[src/sv/segment_intersection_classify_unit_defines.svh]
// Assertion helpers for the segment intersection classifier.
// Each macro samples on clk_i and is disabled while rst_ni is low.
`ifndef SEGMENT_INTERSECTION_CLASSIFY_UNIT_DEFINES_SVH
`define SEGMENT_INTERSECTION_CLASSIFY_UNIT_DEFINES_SVH

// Whenever ante holds in a cycle, cons must hold in the same cycle.
`define SIC_ASSERT_IMPLY(lbl, ante, cons, msg) \
  lbl: assert property (@(posedge clk_i) disable iff (!rst_ni) (ante) |-> (cons)) \
    else $error(msg);

// Whenever ante holds in a cycle, cons must hold in the next cycle.
`define SIC_ASSERT_NEXT(lbl, ante, cons, msg) \
  lbl: assert property (@(posedge clk_i) disable iff (!rst_ni) (ante) |=> (cons)) \
    else $error(msg);

`endif

[src/sv/sic_pkg.sv]
package sic_pkg;

  localparam int unsigned REL_WIDTH       = 3;
  localparam int unsigned OUT_TDATA_WIDTH = 8;

  typedef enum logic [REL_WIDTH-1:0] {
    REL_NONE   = 3'd0,
    REL_CROSS  = 3'd1,
    REL_ON_SEG = 3'd2,
    REL_P1     = 3'd3,
    REL_P2     = 3'd4,
    REL_P3     = 3'd5,
    REL_P4     = 3'd6
  } rel_e;

  // Bounding box hits: point pN inside the box of the other segment.
  typedef struct packed {
    logic p4;
    logic p3;
    logic p2;
    logic p1;
  } box_t;

  // Sign of one orientation.
  typedef struct packed {
    logic neg;
    logic zero;
  } sign_t;

endpackage

[src/sv/sic_diff_stage.sv]
module sic_diff_stage #(
  parameter int unsigned COORD_WIDTH = 16
) (
  input  logic                                       clk_i,
  input  logic                                       rst_ni,
  input  logic                                       valid_i,
  output logic                                       ready_o,
  input  logic [8*COORD_WIDTH-1:0]                   coords_i,
  output logic                                       valid_o,
  input  logic                                       ready_i,
  output logic [3:0][3:0][COORD_WIDTH:0]             fac_o,
  output sic_pkg::box_t                              box_o
);
  import sic_pkg::*;

  localparam int unsigned DW = COORD_WIDTH + 1;

  typedef logic signed [COORD_WIDTH-1:0] coord_t;
  typedef logic signed [DW-1:0]          diff_t;

  coord_t p1x, p1y, p2x, p2y, p3x, p3y, p4x, p4y;
  diff_t  e34x, e34y, e31x, e31y, e32x, e32y;
  diff_t  e12x, e12y, e13x, e13y, e14x, e14y;

  logic                         valid_q;
  logic [3:0][3:0][DW-1:0]      fac_d, fac_q;
  box_t                         box_d, box_q;

  function automatic logic between(coord_t a, coord_t b, coord_t q);
    between = (a <= q && q <= b) || (b <= q && q <= a);
  endfunction

  assign p1x = coord_t'(coords_i[0*COORD_WIDTH +: COORD_WIDTH]);
  assign p1y = coord_t'(coords_i[1*COORD_WIDTH +: COORD_WIDTH]);
  assign p2x = coord_t'(coords_i[2*COORD_WIDTH +: COORD_WIDTH]);
  assign p2y = coord_t'(coords_i[3*COORD_WIDTH +: COORD_WIDTH]);
  assign p3x = coord_t'(coords_i[4*COORD_WIDTH +: COORD_WIDTH]);
  assign p3y = coord_t'(coords_i[5*COORD_WIDTH +: COORD_WIDTH]);
  assign p4x = coord_t'(coords_i[6*COORD_WIDTH +: COORD_WIDTH]);
  assign p4y = coord_t'(coords_i[7*COORD_WIDTH +: COORD_WIDTH]);

  assign e34x = diff_t'(p4x) - diff_t'(p3x);
  assign e34y = diff_t'(p4y) - diff_t'(p3y);
  assign e31x = diff_t'(p1x) - diff_t'(p3x);
  assign e31y = diff_t'(p1y) - diff_t'(p3y);
  assign e32x = diff_t'(p2x) - diff_t'(p3x);
  assign e32y = diff_t'(p2y) - diff_t'(p3y);
  assign e12x = diff_t'(p2x) - diff_t'(p1x);
  assign e12y = diff_t'(p2y) - diff_t'(p1y);
  assign e13x = diff_t'(p3x) - diff_t'(p1x);
  assign e13y = diff_t'(p3y) - diff_t'(p1y);
  assign e14x = diff_t'(p4x) - diff_t'(p1x);
  assign e14y = diff_t'(p4y) - diff_t'(p1y);

  // Per orientation: {bx, cy, cx, by}, crossed as bx*cy - cx*by.
  always_comb begin
    fac_d[0] = {e34x, e31y, e31x, e34y};
    fac_d[1] = {e34x, e32y, e32x, e34y};
    fac_d[2] = {e12x, e13y, e13x, e12y};
    fac_d[3] = {e12x, e14y, e14x, e12y};
    box_d.p1 = between(p3x, p4x, p1x) && between(p3y, p4y, p1y);
    box_d.p2 = between(p3x, p4x, p2x) && between(p3y, p4y, p2y);
    box_d.p3 = between(p1x, p2x, p3x) && between(p1y, p2y, p3y);
    box_d.p4 = between(p1x, p2x, p4x) && between(p1y, p2y, p4y);
  end

  assign ready_o = !valid_q || ready_i;

  always_ff @(posedge clk_i or negedge rst_ni) begin
    if (!rst_ni) begin
      valid_q <= 1'b0;
    end else if (ready_o) begin
      valid_q <= valid_i;
    end
  end

  always_ff @(posedge clk_i) begin
    if (ready_o) begin
      fac_q <= fac_d;
      box_q <= box_d;
    end
  end

  assign valid_o = valid_q;
  assign fac_o   = fac_q;
  assign box_o   = box_q;

endmodule

[config.mk]
export PLATFORM = sky130hd
export DESIGN_NAME = sic_diff_stage
export DESIGN_NICKNAME = d
export VERILOG_FILES = /design/src/sv/segment_intersection_classify_unit_defines.svh /design/src/sv/sic_pkg.sv /design/src/sv/sic_diff_stage.sv
export SDC_FILE = /design/constraint.sdc
export NUM_CORES = 1
export LEC_CHECK = 0
export ABC_AREA = 1
export BUFFER_PORTS_ARGS = -buffer_cell sky130_fd_sc_hd__buf_4
export CELL_PAD_IN_SITES_DETAIL_PLACEMENT = 1
export CELL_PAD_IN_SITES_GLOBAL_PLACEMENT = 1
export CORE_MARGIN = 4
export CORE_UTILIZATION = 38
export CTS_BUF_LIST = sky130_fd_sc_hd__clkbuf_8
export DETAILED_ROUTE_END_ITERATION = 7
export GPL_ROUTABILITY_DRIVEN = 0
export PLACE_DENSITY_LB_ADDON = 0.1
export SLEW_MARGIN = 20
export SYNTH_ARGS = -nofsm -noshare
export SYNTH_HDL_FRONTEND = slang
export SYNTH_SLANG_ARGS = --single-unit
[constraint.sdc]
create_clock -name clk_i -period 5.2 [get_ports clk_i]
set_input_delay 0.26 -clock clk_i [delete_from_list [all_inputs] [get_ports clk_i]]
set_output_delay 0.26 -clock clk_i [all_outputs]
set_load 0.02 [all_outputs]
* Word level (Yosys, flattened, before mapping)
Cells that the tools add are included.
Storage, ports and cells: register bits after elaboration 209, output and inout bits 278, logic and storage cells 75
Cells by class: add/subtract/negate cells 12, $lt $le $gt $ge 16, reduce and logical (&&, ||, !) cells 30
Operator list (count):
- $le A16 B16 Y1 | 16
- $sub A16 B16 Y17 | 12
- $logic_and A1 B1 Y1 | 20
- $logic_or A1 B1 Y1 | 9
- $logic_not A1 Y1 | 1

* Logic depth before layout (Yosys ltp)
depth after elaboration 4, depth in mapped cells 17, mapped depth without buffers 17

* Worst setup path before layout
Ideal clock, no wire load.
path type register to register, from register valid_q (netlist: valid_o), to register box_q, in the netlist box_o[0], enable pin, library setup time 1.680 ns, arrival time 3.936 ns, data required time 3.520 ns, slack -0.416 ns, cell stages (with the launch flop) 2, path buffers 0, cells stage by stage dfrtp_1 > nand2_1
Between the ends: cells in the longest elaborated chain, start to end 2
Ends and longest elaborated chain:
- start: declaration | line sic_diff_stage.sv:25 | logic valid_q;
- start signal: assignment | line sic_diff_stage.sv:73 | valid_q <= valid_i;
- $logic_not A1 Y1 | line sic_diff_stage.sv:67 | assign ready_o = !valid_q || ready_i;
- $logic_or A1 B1 Y1 | line sic_diff_stage.sv:67
- via ready_o | line sic_diff_stage.sv:7 | output logic ready_o,
- end signal: assignment | line sic_diff_stage.sv:80 | box_q <= box_d;
- end: declaration | line sic_diff_stage.sv:27 | box_t box_d, box_q;
The timed path passes the listed nets, and every way through them passes these cells. A chain may end at the register's enable or synchronous reset.

* Final worst setup path
from register valid_q (netlist: valid_o), to output port ready_o
Between the ends: cells in the longest elaborated chain, start to end 2
Ends and longest elaborated chain (line):
- $logic_not A1 Y1 | sic_diff_stage.sv:67
- $logic_or A1 B1 Y1 | sic_diff_stage.sv:67
- end: declaration | sic_diff_stage.sv:7
No other way between the ends.

==> impl_summary.md <==
Routing
Dividing the detail-routed via count by the number of cells gives 5.10. The final antenna-violating net count is 0. The first detailed-routing pass took 7 iterations. The first routing iteration left 757 violations.

Summed over all layers, the routed wires come to 65500 um. Dividing the detail-routed wire length by the instance count gives 21.3 um. The via count is 15700.

The detailed-route DRC error count is 0.

Clocking
The deepest level of the CTS H-tree is 2. Once the clock tree was built, the resizer swapped 0 gates to a different size. The buffer count from post-CTS setup fixing is 0. The clock network latency to the later pin of the worst-skew pair is 0.61 ns. The clock transition at the registers of the reported paths is 0.06 ns. The total CTS buffers is 41.

The clock passes through at most 3 buffers. Clock tree synthesis selected as its root buffer the cell clkbuf_8. CTS saw 207 sinks.

For this design, the CTS-stage hold fixing added 3 buffers. TritonCTS built the clock tree.

Synthesis
The instance count of the mapped netlist is 2071. The top cell type by total area after synthesis is edfxtp_1. Each instance of the synthesized netlist takes up on average 8.59 um^2. Counting every net in the synthesized netlist gives 2447.

The area of the mapped netlist is 17800 um^2. The fraction of the mapped netlist area in compound gates is 12.1%. After Yosys synthesis, full adders, half adders and majority gates account for 17.7% of the synthesized area. After synthesis, flip-flops and latches occupy 34.9% of the total area. By count the netlist is led by nand2_1, inv_1, ha_1. In the synthesized netlist, mux cells make up 0% of the area. The xor and xnor area share after synthesis is 8.57%. The number of flops mapped to enable cells by yosys is 206. The combinational family with the most area after synthesis is adder cells. In this run, distinct cell masters in the synthesized netlist total 44. Of all flip-flops after synthesis, the portion carrying an async set or reset was 0.483%.

Among all flip-flop cells after synthesis, the most frequent one is edfxtp_1. By area the synthesized netlist is led by edfxtp_1, ha_1, nand2_1. During synthesis, Yosys emitted a total of 0 warnings. The number of flip-flops and latches in the synthesized netlist is 207. The post-synthesis share of cell area spent on and, or, nand and nor gates is 16.2%. In this run the biggest area consumer among cell types represents 34.8% of the synthesized area. The library cell with the highest instance count after synthesis is nand2_1.

Global route
The via count of the first global-routing pass is 17200. For this run, the total global-route usage over all layers was measured as 25.3%. The initial antenna violation count came to 0. Entering global routing, the biggest net connects 92 pins.

The total overflow reported by the global router is 0. The wire length of the first global-routing pass is 97600 um.

Finish
The final net count is 2816. In the final layout, the share of cells above drive strength 1 is 22.1%. After routing the design area is 21800 um^2. 0 antenna diodes ended up in the layout. Compared with the post-synthesis result, the final layout area differs by 22.5%. The core utilization of the finished layout is 46.9%.

Setup path
Broken down by cell family, the worst path's largest delay share belongs to buffers and inverters. The critical path in this run is classified as reg2out. The cell repeated most along the worst path is buf_4. The worst setup path is captured at an output pin. The total buffers and inverters traversed by the critical path is 2. In this design, the stage delay of the slowest critical-path cell is 0.58 ns.

The maximum net fanout on the critical path is 91. The category of the worst setup path launch point is a flip-flop. The largest individual stage delay along the critical path comes from the cell nand2_8. The data arrival time of the critical path is 2.41 ns. Walking the worst path, the cells encountered are nand2_8 > buf_4 > buf_4. The data required time at the worst endpoint is 4.94 ns.

Timing
In the final timing run, aggregate negative setup slack is 0 ns. The post-route clock skew is 0.0201 ns. The count of endpoints failing hold in the final timing report came to 0. Measured against its own limit, the worst slew margin works out to 42.8%. The number of pins with negative max-slew slack in the final report came to 0. For the pin with the worst max-slew slack, the measured transition is 0.858 ns. The share of the clock period used by the worst path after layout is 51.3%. Setup repair after global routing left no endpoint under its margin.

Setup violations remaining at the end of the flow were counted as 0. The achievable frequency is 0.375 GHz. The time the final worst path needs with I/O delays and setup is 2.67 ns.

Die
The die width is 224 um. The number of placed I/O pins is 410. The core area is 46500 um^2.

The starting utilization of the core area is 38.3%. The placement row count is 79. The floorplan step set the die height to 224 um. The die footprint is 50300 um^2.

Placed design
Port buffering added 409 buffers. The detailed placement HPWL is 55500 um. After detailed placement, the total cell area comes to 21000 um^2.

Worst hold path
The worst min-delay path category is in2reg.

Power
The worst ir drop on vdd is 171 uV. In this run the power density over the cells is 312 nW/um^2. The leakage dissipation is 11.0 nW.

Job
Across the run, the number of max-cap violations was 0.

Run status
The run finished with clean final reports.
-- worst reg2reg max path, stage by stage (launching register included) --
cell	delay (ns)
dfrtp_1	0.44
nand2_8	0.58
buf_4	0.80
-- cell type report --
| class | count | area (um^2) |
|---|---|---|
| Fill cell | 5547 | 24700 |
| Multi-Input combinational cell | 1454 | 9710 |
| Sequential cell | 207 | 6210 |
| Timing Repair Buffer | 415 | 3120 |
| Inverter | 321 | 1210 |
| Tap cell | 607 | 759 |
| Clock buffer | 47 | 647 |
| Clock inverter | 24 | 121 |
-- cell usage in the layout, fill, tap and decap left out, types with 6 or more instances in the layout --
| master | count |
|---|---|
| o21ai_0 | 45 |
| inv_1 | 315 |
| o21ai_1 | 34 |
| nand3_1 | 61 |
| inv_2 | 14 |
| a21o_1 | 27 |
| clkinv_1 | 12 |
| fa_1 | 12 |
| a21oi_2 | 15 |
| nand2_2 | 24 |
| nor2_1 | 116 |
| edfxtp_1 | 206 |
| xor2_1 | 133 |
| nand4_1 | 15 |
| ha_1 | 232 |
| o21ai_2 | 11 |
| clkbuf_8 | 47 |
| o21bai_1 | 35 |
| nand3b_1 | 10 |
| nor4_1 | 6 |
| a21oi_1 | 165 |
| xnor2_1 | 41 |
| nor3_1 | 22 |
| buf_4 | 412 |
| nand2_1 | 405 |
| nor2_4 | 7 |
-- sequential cells by signal, summed over array words and instances, names as in the netlist --
name,flops
fac_o,202
box_o,4
valid_o,1
-- cells by family (layout without fill, tap and decap cells) --
group,after synthesis,after routing
XOR/XNOR,174,174
flip-flops,207,207
buffers and inverters,410,807
AND/OR/NAND/NOR,675,675
adder cells (fa/ha/maj),244,244
AO/OA/AOI/OAI,361,361
-- layer usage --
layer | vias up | track usage [%] | wire length, um
met5 | - | 0 | 0
met4 | 0 | 7.55 | 1880
met3 | 96 | 4.03 | 2980
met2 | 385 | 49.5 | 35600
met1 | 7645 | 27.9 | 25100
li1 | 7554 | - | -
-- final timing paths --
check,endpoint,cells after the start,start,slack (ns)
setup / recovery,ready_o,3,valid_o,2.53
hold / removal,fac_o[51],3,coords_i[64],0.09
setup reg to reg,fac_o[48],2,valid_o,2.98
hold reg to reg,valid_o,2,valid_o,1.11
max in group asynchronous,valid_o,3,rst_ni,4.61
min in group asynchronous,valid_o,3,rst_ni,0.49
-- through the flow --
step	hold slack (ns)	worst slack, ns	std cells	power, mW
finish	0.0872	2.53	3075	6.80
global route	0.0460	2.37	3075	7.18
CTS	0.0275	2.46	3075	6.89
detailed placement	0.0359	2.66	3001	5.19
global placement	0.0360	2.71	3001	5.15
floorplan	-0.0356	1.74	2071	4.12
-- power by group --
part / total [mW] / leakage [nW] / switching, mW / internal [mW]
registers: 2.42 / 2.09 / 0.163 / 2.25
logic: 2.73 / 8.48 / 1.71 / 1.03
clock network: 1.65 / 0.427 / 0.783 / 0.866
No activity file was read; power rests on OpenSTA's default activity.
