$ cat config.mk
export PLATFORM = sky130hd
export DESIGN_NAME = sic_sign_stage
export DESIGN_NICKNAME = d
export VERILOG_FILES = /design/src/sv/segment_intersection_classify_unit_defines.svh /design/src/sv/sic_pkg.sv /design/src/sv/sic_sign_stage.sv
export SDC_FILE = /design/constraint.sdc
export NUM_CORES = 1
export LEC_CHECK = 0
export ABC_AREA = 1
export BUFFER_PORTS_ARGS = -buffer_cell sky130_fd_sc_hd__clkbuf_2
export CAP_MARGIN = 40
export CORE_UTILIZATION = 57
export CTS_CLUSTER_SIZE = 12
export DETAILED_ROUTE_END_ITERATION = 10
export HOLD_SLACK_MARGIN = 0.12
export PLACE_DENSITY = 0.83
export SYNTH_ARGS = -nofsm -noshare
export SYNTH_HDL_FRONTEND = slang
export SYNTH_SLANG_ARGS = --single-unit
export TNS_END_PERCENT = 1
$ cat constraint.sdc
create_clock -name clk_i -period 1.1 [get_ports clk_i]
set_input_delay 0.055 -clock clk_i [delete_from_list [all_inputs] [get_ports clk_i]]
set_output_delay 0.055 -clock clk_i [all_outputs]
set_load 0.05 [all_outputs]
$ cat src/sv/segment_intersection_classify_unit_defines.svh
// Assertion helpers for the segment intersection classifier.
// Each macro samples on clk_i and is disabled while rst_ni is low.
`ifndef SEGMENT_INTERSECTION_CLASSIFY_UNIT_DEFINES_SVH
`define SEGMENT_INTERSECTION_CLASSIFY_UNIT_DEFINES_SVH

// Whenever ante holds in a cycle, cons must hold in the same cycle.
`define SIC_ASSERT_IMPLY(lbl, ante, cons, msg) \
  lbl: assert property (@(posedge clk_i) disable iff (!rst_ni) (ante) |-> (cons)) \
    else $error(msg);

// Whenever ante holds in a cycle, cons must hold in the next cycle.
`define SIC_ASSERT_NEXT(lbl, ante, cons, msg) \
  lbl: assert property (@(posedge clk_i) disable iff (!rst_ni) (ante) |=> (cons)) \
    else $error(msg);

`endif

$ cat src/sv/sic_pkg.sv
package sic_pkg;

  localparam int unsigned REL_WIDTH       = 3;
  localparam int unsigned OUT_TDATA_WIDTH = 8;

  typedef enum logic [REL_WIDTH-1:0] {
    REL_NONE   = 3'd0,
    REL_CROSS  = 3'd1,
    REL_ON_SEG = 3'd2,
    REL_P1     = 3'd3,
    REL_P2     = 3'd4,
    REL_P3     = 3'd5,
    REL_P4     = 3'd6
  } rel_e;

  // Bounding box hits: point pN inside the box of the other segment.
  typedef struct packed {
    logic p4;
    logic p3;
    logic p2;
    logic p1;
  } box_t;

  // Sign of one orientation.
  typedef struct packed {
    logic neg;
    logic zero;
  } sign_t;

endpackage

$ cat src/sv/sic_sign_stage.sv
module sic_sign_stage #(
  parameter int unsigned COORD_WIDTH = 16
) (
  input  logic                                   clk_i,
  input  logic                                   rst_ni,
  input  logic                                   valid_i,
  output logic                                   ready_o,
  input  logic [3:0][1:0][2*COORD_WIDTH+1:0]     prod_i,
  input  sic_pkg::box_t                          box_i,
  output logic                                   valid_o,
  input  logic                                   ready_i,
  output sic_pkg::sign_t [3:0]                   sign_o,
  output sic_pkg::box_t                          box_o
);
  import sic_pkg::*;

  localparam int unsigned PW = 2 * (COORD_WIDTH + 1);
  localparam int unsigned SW = PW + 1;

  logic                      valid_q;
  logic signed [SW-1:0]      cross_prod [4];
  sign_t [3:0]               sign_d, sign_q;
  box_t                      box_q;

  always_comb begin
    for (int k = 0; k < 4; k++) begin
      cross_prod[k]  = SW'($signed(prod_i[k][1])) - SW'($signed(prod_i[k][0]));
      sign_d[k].neg  = cross_prod[k][SW-1];
      sign_d[k].zero = (cross_prod[k] == '0);
    end
  end

  assign ready_o = !valid_q || ready_i;

  always_ff @(posedge clk_i or negedge rst_ni) begin
    if (!rst_ni) begin
      valid_q <= 1'b0;
    end else if (ready_o) begin
      valid_q <= valid_i;
    end
  end

  always_ff @(posedge clk_i) begin
    if (ready_o) begin
      sign_q <= sign_d;
      box_q  <= box_i;
    end
  end

  assign valid_o = valid_q;
  assign sign_o  = sign_q;
  assign box_o   = box_q;

endmodule

=== Word level (Yosys, flattened, before mapping) ===
Index checks and enable logic that the tools add are counted.

* Add/sub/neg operators: 4
* Reduce and logical (&&, ||, !) cells: 6

{| class="wikitable"
|+ Operator list
! kind !! count
|-
| 35-bit logical NOT || 4
|-
| 34-bit by 34-bit subtractor with 35-bit output || 4
|-
| 1-bit logical NOT || 1
|-
| 1-bit logical OR || 1
|}

* Word-level logic and storage cells: 23
* Input bits: 280
* Register bits after elaboration: 13
* Output and inout bits: 14

=== Longest topological paths before layout ===
Gate-level depths: netlist of the first run.

* Word-level depth: 2
* Depth in mapped cells: 19

=== Least setup slack after synthesis of the first run ===
No wires, ideal clock.

* Kind: input to register
* Start: input prod_i[34] (netlist bit)
* End: register sign_q (netlist bit sign_o[0]), data pin
* Arrival: 1.604 ns
* Data required time: 0.849 ns
* Stages: 15
* Slack: -0.755 ns
* Cell sequence: inv_1 > ha_1 > inv_1 > fa_1 > nand2_1 > nand3_1 > nand3_1 > nand2_1 > nand2_1 > nand2_1 > a21oi_1 > xnor2_1 > nor2_1 > nand3_1 > nor2_1

{| class="wikitable"
|+ RTL lines
! element !! line !! source
|-
| from (decl) || sic_sign_stage.sv:8 || <nowiki>input logic [3:0][1:0][2*COORD_WIDTH+1:0] prod_i,</nowiki>
|-
| to (signal assigned) || sic_sign_stage.sv:45 || <nowiki>sign_q <= sign_d;</nowiki>
|-
| to (decl) || sic_sign_stage.sv:22 || <nowiki>sign_t [3:0] sign_d, sign_q;</nowiki>
|}

==> qor.csv, run 1 <==
stage,metric,value,unit
critical_path,CP Class,input port to flip-flop,
timing,final count of hold timing violations,0,
clock_tree,"Clk pin slew, worst setup/hold paths",0.06,ns
yosys,post-synthesis net count,2907,
cells_and_area,share of layout cells above drive strength 1,0.246,
floorplan,Core Rows,52,
routing,post-route antenna net violation count,0,
routing,DRC viols,0,
yosys,synth warn,0,
timing,f_max,508,MHz
power,peak supply drop,0.534,mV
critical_path,FF-to-FF path depth,2,
yosys,library cells used by synthesis,33,
power,reported net switching power,5400,uW
critical_path,CP startpoint,prod_i[208],
floorplan,I/O pins,294,
power,Overall Power,10200,uW
global_routing,first-pass GRT wire length,68.7,mm
clock_tree,Sink Count,13,
floorplan,Die ar.,0.0214,mm^2
cells_and_area,"commonest non-fill, non-tap cell in the layout",nand2_1,
yosys,Synth Flop Type,edfxtp_1,
routing,initial DRC count,1252,
timing,unrepaired setup endpoints after global routing,true,
clock_tree,Worst-Skew Late Latency,0.26,ns
power,part of the power in the clock network,0.075,
critical_path,Reg-to-Reg End,sign_o[2],
cells_and_area,area delta synth->final,39.2,%
critical_path,Required @ worst endpoint,1.23,ns
cells_and_area,utilization after layout,0.812,
timing,worst setup margin,-0.870,ns
timing,Slew Limit Fails,0,
critical_path,critical path startpoint category,input port,
cells_and_area,Fillers,1529,
floorplan,core box area,0.0204,mm^2
clock_tree,TritonCTS Buffers,3,
placement,HPWL after detailed placement,35.9,mm
power,Static Leak,0.0109,uW
critical_path,worst-path maximum fanout,4,
placement,IO buf count,293,
power,Reg power frac,0.061,
timing,Max-slew headroom,0.650,
clock_tree,root buffer cell,clkbuf_16,
cells_and_area,nets,3499,
job,Maximum Capacitance Violations,0,
routing,Vias/cell,5.16,
status,failing checks,negative setup slack,
clock_tree,CTS tree,done,
clock_tree,htree depth,1,
global_routing,maximum number of pins on one net before global-route repair,8,
routing,routed wire length,42.5,mm
global_routing,vias in the first global route,16287,
critical_path,Critical Path End Type,flip-flop,
timing,setup tns final,-5.55,ns
yosys,share of flip-flops with an asynchronous set or reset,0.0769,
power,design internal power,4810,uW
floorplan,Die Y,146,um
critical_path,CP max stage cell,ha_1,
critical_path,CP Depth,17,
timing,Final setup viols,9,
yosys,Cells after Synth,2487,
hold_path,HP Class,input port to flip-flop,
floorplan,die width,146,um
critical_path,worst r2r src,valid_o,
critical_path,crit-path cells,"clkbuf_2, inv_1, ha_1, nand2_1, inv_1, nand2_1, nand3_1, nand3_1, nand2_2, nand2_1, nand2_1, nand3_1, nor2_2, nand2_1, nor2_1, nand2_1, nor2_2",
timing,final period utilization,1.79,
yosys,Post-synth EDFFs,12,
routing,via count,17269,
yosys,sequential share of the synthesized area,0.0324,
routing,Avg WL per Cell,12.7,um
critical_path,R2R Setup Slk,0.04,ns
yosys,#FFs+latches synth,13,
critical_path,crit path to,sign_o[6],
power,switching fraction of total power,0.529,
yosys,Mapped Area,0.0119,mm^2
placement,GP Congestion,1.01,
timing,Worst Tran Pin Value,0.520,ns
global_routing,Overflow after GRT,0,
cells_and_area,number of diodes,0,
routing,DRT Pass-1 Iters,6,
critical_path,crit-path most repeated cell,nand2_1,
critical_path,"Arr. time, crit path",2.10,ns
timing,Final Critical Period,1.97,ns
placement,setup slack at placement,-1.10,ns
critical_path,"delay-heaviest family, CP",simple AND/OR/NAND/NOR gates,
power,combinational share of power,0.863,
cells_and_area,most frequent cells in the layout,"939 x nand2_1, 614 x inv_1, 290 x clkbuf_2",
critical_path,crit path buf inv count,3,
floorplan,Initial Utilization,0.583,
timing,Final Skew,0.00391,ns
global_routing,Global Route Usage Sum,0.379,
status,status,finished with violations,
power,Power Dens Cells,617,mW/mm^2
critical_path,crit-path max cell delay,0.37,ns
yosys,synthesized area per cell,4.78,um^2
clock_tree,Max clock buf depth,2,
global_routing,antenna violations before repair,0,
-- cell usage after synthesis (7+ instances only) --
cell	n	area, um^2
o21bai_1	10	75.1
o21ai_0	32	160
nor3_1	27	135
nand4_1	27	169
a21oi_2	7	61.3
nand2_2	27	169
xnor2_1	9	78.8
a21oi_1	100	500
and2_1	8	50.1
edfxtp_1	12	360
nand2_1	982	3690
inv_1	621	2330
nor2_1	233	875
nand3_1	180	901
nand3b_1	24	180
nor2_2	16	100
ha_1	136	1700
-- final cells by class --
class                           count  area (um^2)  share of cell area
Multi-Input combinational cell   1849         9660               0.584
Clock buffer                        4         78.8             0.00476
Inverter                          624         2360               0.142
Timing Repair Buffer              588         3730               0.225
Sequential cell                    13          385              0.0233
Tap cell                          270          338              0.0204
-- per-layer routing --
layer / global-route usage / vias to the layer above / share of wire
met5: 0 / - / 0
met4: 0.163 / 0 / 0.051
met2: 0.708 / 910 / 0.49
met1: 0.430 / 7458 / 0.39
met3: 0.0438 / 212 / 0.075
li1: - / 8689 / -
-- power groups by stage --
stage                     registers (uW)  clock network [uW]  logic, uW
after global routing                 626                 783       9750
after detailed placement             633                   0       8190
after CTS                            624                 770       8350
after floorplan                      775                   0       4790
after global placement               636                   0       7950
final                                627                 768       8810
-- worst min path at each step --
stage / from / cells past startpoint / endpoint
after floorplan: rst_ni / 0 / valid_o
after global placement: rst_ni / 1 / valid_o
after detailed placement: rst_ni / 1 / valid_o
after CTS: ready_i / 4 / sign_o[0]
after global routing: ready_i / 4 / sign_o[0]
final: ready_i / 4 / sign_o[0]
-- worst min-delay path: cells and delay by family --
family,cells,cell delay [ns]
buffers and inverters,3,0.30
AND/OR/NAND/NOR,1,0.11
-- metrics by stage --
stage          cells  hold slack, ns  cell area (um^2)
6_report        3348           0.343             16500
5_1_grt         3348           0.327             16500
4_1_cts         3342           0.306             16200
3_5_place_dp    3328          -0.161             15900
3_3_place_gp    3328          -0.168             15900
2_1_floorplan   2487          -0.241             12000
-- timing repair --
action                                  in CTS  in global routing
endpoints found under the setup margin      10                 10
hold buffers                                 7                  0
buffers inserted                             3                  6
pin swaps                                   15                 31
endpoints found under the hold margin        6                  0
gates resized for setup                     35                 73
cloned                                       0                  0
-- flip-flops by register name, indices dropped and copies added, names as in the netlist --
name	flops
valid_o	1
sign_o	8
box_o	4
-- cells by family after synthesis --
group / synth area share
simple gates: 0.538
buf+inv: 0.198
compound gates: 0.0708
fa+ha+maj: 0.150
xor+xnor: 0.0111
flops: 0.0324
No activity file was read; power rests on OpenSTA's default activity.
==> inputs of run 2 (changes only) <==
Settings changed: GPL_TIMING_DRIVEN set to 0.
==> qor.csv, run 2 (synthesized netlist as in run 1, its figures left out) <==
stage,metric,value,unit,change
status,status,finished with violations,,
status,failing checks,negative setup slack,,
power,peak supply drop,0.446,mV,-16%
timing,final period utilization,1.70,,-0.0946
power,Static Leak,0.00953,uW,-13%
cells_and_area,nets,3219,,-8.0%
floorplan,die width,146,um,unchanged
floorplan,Die Y,146,um,unchanged
timing,Final Skew,0.00554,ns,+0.00162 ns
critical_path,"Arr. time, crit path",1.99,ns,-0.11 ns
job,Maximum Capacitance Violations,0,,unchanged
placement,IO buf count,293,,unchanged
critical_path,"delay-heaviest family, CP",simple AND/OR/NAND/NOR gates,,
timing,Worst Tran Pin Value,0.452,ns,-0.0677 ns
routing,DRT Pass-1 Iters,6,,unchanged
floorplan,I/O pins,294,,unchanged
timing,Final setup viols,9,,unchanged
routing,routed wire length,38.3,mm,-9.8%
floorplan,Core Rows,52,,unchanged
clock_tree,TritonCTS Buffers,3,,unchanged
critical_path,CP max stage cell,fa_2,,
timing,Slew Limit Fails,0,,unchanged
critical_path,Required @ worst endpoint,1.23,ns,about the same
critical_path,worst-path maximum fanout,4,,unchanged
placement,HPWL after detailed placement,32.5,mm,-9.5%
cells_and_area,max reg flops,8,,unchanged
clock_tree,Sink Count,13,,unchanged
clock_tree,htree depth,1,,unchanged
timing,unrepaired setup endpoints after global routing,true,,
critical_path,crit path buf inv count,3,,unchanged
cells_and_area,Final Instance Area,0.0146,mm^2,-11%
global_routing,vias in the first global route,14215,,-13%
placement,placed cell area,0.0138,mm^2,-13%
cells_and_area,share of layout cells above drive strength 1,0.187,,-0.0587
cells_and_area,most frequent cells in the layout,"936 x nand2_1, 614 x inv_1, 289 x clkbuf_2",,
timing,f_max,536,MHz,+5.6%
clock_tree,CTS tree,done,,
timing,Final Critical Period,1.87,ns,-0.104 ns
critical_path,crit-path most repeated cell,nand2_1,,
critical_path,Critical Path End Type,flip-flop,,
clock_tree,Max clock buf depth,2,,unchanged
timing,final count of hold timing violations,0,,unchanged
floorplan,Initial Utilization,0.583,,unchanged
clock_tree,"Clk pin slew, worst setup/hold paths",0.06,ns,about the same
placement,GP Congestion,0.985,,-2.2%
routing,via count,15785,,-8.6%
clock_tree,Worst-Skew Late Latency,0.26,ns,about the same
cells_and_area,"commonest non-fill, non-tap cell in the layout",nand2_1,,
floorplan,core box area,0.0204,mm^2,unchanged
routing,post-route antenna net violation count,0,,unchanged
cells_and_area,Storage cell area,385,um^2,unchanged
routing,initial DRC count,1022,,-18%
critical_path,crit-path max cell delay,0.40,ns,+0.03 ns
global_routing,antenna violations before repair,1,,+1
routing,Avg WL per Cell,12.5,um,-1.6%
floorplan,Die ar.,0.0214,mm^2,unchanged
cells_and_area,area delta synth->final,23.3,%,
timing,worst setup margin,-0.766,ns,+0.104 ns
routing,Vias/cell,5.14,,-0.28%
cells_and_area,multi-input combinational cell area,0.00985,mm^2,+1.9%
routing,DRC viols,0,,unchanged
critical_path,CP Class,input port to flip-flop,,
power,Power Dens Cells,605,mW/mm^2,-1.9%
global_routing,first-pass GRT wire length,61.2,mm,-11%
global_routing,Global Route Usage Sum,0.337,,-0.0413
hold_path,HP Class,input port to flip-flop,,
timing,Max-slew headroom,0.696,,+0.0464
clock_tree,root buffer cell,clkbuf_16,,
critical_path,critical path startpoint category,input port,,
timing,hold slack,0.268,ns,-0.0748 ns
global_routing,maximum number of pins on one net before global-route repair,15,,+7
global_routing,Overflow after GRT,0,,unchanged
critical_path,crit-path cells,"buf_6, inv_4, ha_4, inv_4, fa_2, nand2_2, nand2_4, nand3_4, nand3b_1, nand2_1, nand2_1, nor2_1, nand3_1, nor2_2, nand2_1, nor2_1, nand2_1, nor2_2",,
cells_and_area,Fillers,1938,,+27%
## run 2: cell types whose count changed in the layout (fill, tap and decap cells not counted), moves of 2 or more
cell and change:
nand2_1 -3, nor2_1 -9, nor2_2 +7, nand2_2 +9, ha_4 +9, ha_2 +16, nor2_4 +2, buf_4 -279
ha_1 -25, nand2_4 -6, a21oi_2 +9, a21oi_1 -9
## run 2: worst paths after layout
check | to | depth (start not counted) | startpoint | slack [ns]
min reg2reg | valid_o | 2 | valid_o | 0.83
min | valid_o | 4 | ready_i | 0.27
max in group asynchronous | valid_o | 3 | rst_ni | 0.34
max reg2reg | sign_o[2] | 1 | valid_o | 0.05
max | sign_o[6] | 18 | prod_i[238] | -0.77
min in group asynchronous | valid_o | 3 | rst_ni | 0.65
## run 2: cell type report
type	count	area share
clock buffers	3	0.00512
repair buffers	307	0.111
multi-input cells	1849	0.672
plain buffers	1	0.000769
flip-flops and latches	13	0.0263
well taps	270	0.0231
clock inverters	1	0.000342
inverters	624	0.161
diodes	1	0.000171
## run 2: per-layer routing
| layer | vias up | global-route usage | wire length (um) |
|---|---|---|---|
| met5 | - | 0 | 0 |
| met3 | 122 | 0.0347 | 2790 |
| li1 | 8132 | - | - |
| met1 | 6876 | 0.410 | 15800 |
| met2 | 655 | 0.614 | 18300 |
| met4 | 0 | 0.113 | 1460 |
## run 2: what timing repair did
item,4_1_cts,5_1_grt
hold endpoints to repair,6,0
setup endpoints to repair,22,10
setup buffers,4,3
pin swaps,24,25
resized for setup,59,104
hold buffers,7,0
## run 2: where the power goes
| part | leakage (uW) | switching (uW) | total (uW) | internal [uW] |
|---|---|---|---|---|
| clock | 0.0000409 | 280 | 768 | 488 |
| sequential | 0.000135 | 31.3 | 627 | 596 |
| combinational | 0.00936 | 4750 | 7470 | 2720 |
| total | 0.00953 | 5060 | 8860 | 3810 |
## run 2: stage by stage
stage	utilization	setup slack, ns	cells	TNS [ns]	power (uW)
6_report	0.719	-0.766	3069	-5.00	8860
5_1_grt	0.719	-0.966	3069	-6.25	9750
4_1_cts	0.696	-0.727	3065	-4.93	8400
3_5_place_dp	0.677	-1.13	3050	-12.02	7450
3_3_place_gp	0.677	-1.07	3050	-11.39	7310
2_1_floorplan	-	-0.659	2487	-11.87	5570
==> inputs of run 3 (changes only) <==
Clock period 1.1 ns to 1.96 ns, I/O delays scaled along.
==> qor.csv, run 3 (synthesized netlist as in run 1, its figures left out) <==
stage,metric,value,unit,change
timing,unrepaired setup endpoints after global routing,true,,
global_routing,Overflow after GRT,0,,unchanged
power,Power Dens Cells,339,mW/mm^2,-44%
floorplan,die width,146,um,unchanged
placement,IO buf count,293,,unchanged
cells_and_area,most frequent cells in the layout,"948 x nand2_1, 616 x inv_1, 292 x clkbuf_2",,
floorplan,Core Rows,52,,unchanged
routing,Avg WL per Cell,12.4,um,-0.48%
clock_tree,htree depth,1,,unchanged
routing,post-route antenna net violation count,0,,unchanged
clock_tree,CTS tree,done,,
critical_path,R2R Setup Slk,0.67,ns,+0.62 ns
global_routing,antenna violations before repair,1,,unchanged
critical_path,crit-path cells,"clkbuf_2, inv_1, ha_2, inv_2, fa_2, nand2_1, nand3_2, nand3_1, nand2_1, nand2_1, nand2_2, nand3_2, nand3_1, nand2_1, nand2_1, nor2_1, nand3_1, nor2_1",,
routing,DRC viols,0,,unchanged
power,reported net switching power,2770,uW,-45%
routing,initial DRC count,951,,-6.9%
status,status,finished clean,,
critical_path,CP Class,input port to flip-flop,,
timing,setup tns final,0,ns,+5.00 ns
cells_and_area,area delta synth->final,19.9,%,
cells_and_area,max reg flops,8,,unchanged
critical_path,crit-path most repeated cell,nand2_1,,
power,Reg power frac,0.071,,about the same
power,part of the power in the clock network,0.085,,-0.002
power,design internal power,2060,uW,-46%
floorplan,Die Y,146,um,unchanged
critical_path,Critical Path End Type,flip-flop,,
cells_and_area,nets,3219,,unchanged
clock_tree,TritonCTS Buffers,3,,unchanged
floorplan,Die ar.,0.0214,mm^2,unchanged
placement,HPWL after detailed placement,32.9,mm,+1.1%
clock_tree,Sink Count,13,,unchanged
timing,Final Skew,0.00548,ns,-0.0000579 ns
placement,GP Congestion,0.983,,-0.15%
routing,Vias/cell,5.12,,-0.46%
timing,Final setup viols,0,,-9
critical_path,"Arr. time, crit path",2.03,ns,+0.04 ns
routing,DRT Pass-1 Iters,9,,+3
critical_path,worst-path maximum fanout,3,,-1
floorplan,I/O pins,294,,unchanged
cells_and_area,share of layout cells above drive strength 1,0.162,,-0.0250
cells_and_area,Fillers,1982,,+2.3%
clock_tree,Worst-Skew Late Latency,0.25,ns,about the same
critical_path,crit-path max cell delay,0.37,ns,-0.03 ns
clock_tree,"Clk pin slew, worst setup/hold paths",0.05,ns,about the same
critical_path,Reg-to-Reg End,sign_o[3],,
global_routing,first-pass GRT wire length,61.4,mm,+0.33%
timing,Slew Limit Fails,0,,unchanged
hold_path,HP Class,input port to asynchronous set/reset pin,,
global_routing,vias in the first global route,14265,,+0.35%
routing,routed wire length,38.1,mm,-0.48%
timing,f_max,521,MHz,
cells_and_area,"commonest non-fill, non-tap cell in the layout",nand2_1,,
clock_tree,Max clock buf depth,2,,unchanged
timing,final count of hold timing violations,0,,unchanged
critical_path,critical path startpoint category,input port,,
timing,Max-slew headroom,0.520,,-0.176
floorplan,Initial Utilization,0.583,,unchanged
job,Maximum Capacitance Violations,0,,unchanged
routing,via count,15712,,-0.46%
power,switching fraction of total power,0.574,,+0.00386
floorplan,core box area,0.0204,mm^2,unchanged
cells_and_area,utilization after layout,0.700,,-0.0197
critical_path,FF-to-FF path depth,1,,unchanged
global_routing,Global Route Usage Sum,0.339,,+0.00162
timing,Worst Tran Pin Value,0.718,ns,+0.265 ns
critical_path,worst r2r src,valid_o,,
timing,Final Critical Period,1.92,ns,
power,peak supply drop,0.289,mV,-35%
clock_tree,root buffer cell,clkbuf_16,,
power,combinational share of power,0.844,,about the same
critical_path,CP max stage cell,fa_2,,
timing,final period utilization,0.979,,
global_routing,maximum number of pins on one net before global-route repair,15,,unchanged
power,Static Leak,0.00954,uW,+0.10%
critical_path,Required @ worst endpoint,2.07,ns,+0.84 ns
==> run 3: metal layers <==
layer / wire [um] / GRT usage / vias to the layer above / part of all wire
met2: 18600 / 0.638 / 604 / 0.49
met1: 15900 / 0.402 / 6867 / 0.42
met4: 1400 / 0.111 / 0 / 0.037
met3: 2210 / 0.0259 / 106 / 0.058
li1: - / - / 8135 / -
met5: 0 / 0 / - / 0
==> run 3: worst max-delay path by stage <==
stage                            from   endpoint  slack (ns)  cells past startpoint
after floorplan            prod_i[34]  sign_o[0]        0.06                     15
after global placement    prod_i[170]  sign_o[4]       -0.33                     20
after detailed placement  prod_i[170]  sign_o[4]       -0.40                     20
after CTS                 prod_i[170]  sign_o[4]       0.004                     20
after global routing      prod_i[170]  sign_o[4]       -0.12                     20
final                      prod_i[34]  sign_o[0]        0.04                     18
==> run 3: metrics by stage <==
step	total power, uW	hold WS, ns	std cells	instance area (um^2)	worst slack (ns)
global route	5340	0.195	3069	14200	-0.117
global placement	4090	-0.126	3050	13700	-0.326
CTS	4600	0.151	3060	13800	0.00394
finish	4830	0.180	3069	14200	0.0417
detailed placement	4160	-0.126	3050	13700	-0.397
floorplan	3100	-0.198	2487	11900	0.0616
==> run 3: what timing repair did <==
| action | CTS | global route |
|---|---|---|
| pin swaps | 2 | 32 |
| hold endpoints to repair | 6 | 0 |
| resized for setup | 7 | 98 |
| setup buffers | 0 | 8 |
| setup endpoints to repair | 3 | 5 |
| hold buffers | 6 | 0 |
==> run 3: critical path: cells and delay by family <==
family / cells / cell delay (ns)
AND/OR/NAND/NOR: 13 / 1.19
adder cells (fa/ha/maj): 2 / 0.55
buffers and inverters: 3 / 0.18
==> run 3: area by class of cell <==
type                    instances  area (um^2)  share of cell area
plain buffers                   1         11.3            0.000790
diodes                          1         2.50            0.000176
inverters                     624         2350               0.165
clock buffers                   3         75.1             0.00527
clock inverters                 1         5.00            0.000351
flip-flops and latches         13          385              0.0270
repair buffers                307         1600               0.112
multi-input cells            1849         9490               0.666
well taps                     270          338              0.0237
==> run 3: power groups by stage <==
stage | clock network [uW] | logic [uW] | registers [uW]
6_report | 410 | 4080 | 342
5_1_grt | 423 | 4570 | 345
4_1_cts | 409 | 3850 | 342
3_5_place_dp | 0 | 3810 | 347
3_3_place_gp | 0 | 3740 | 347
2_1_floorplan | 0 | 2660 | 435
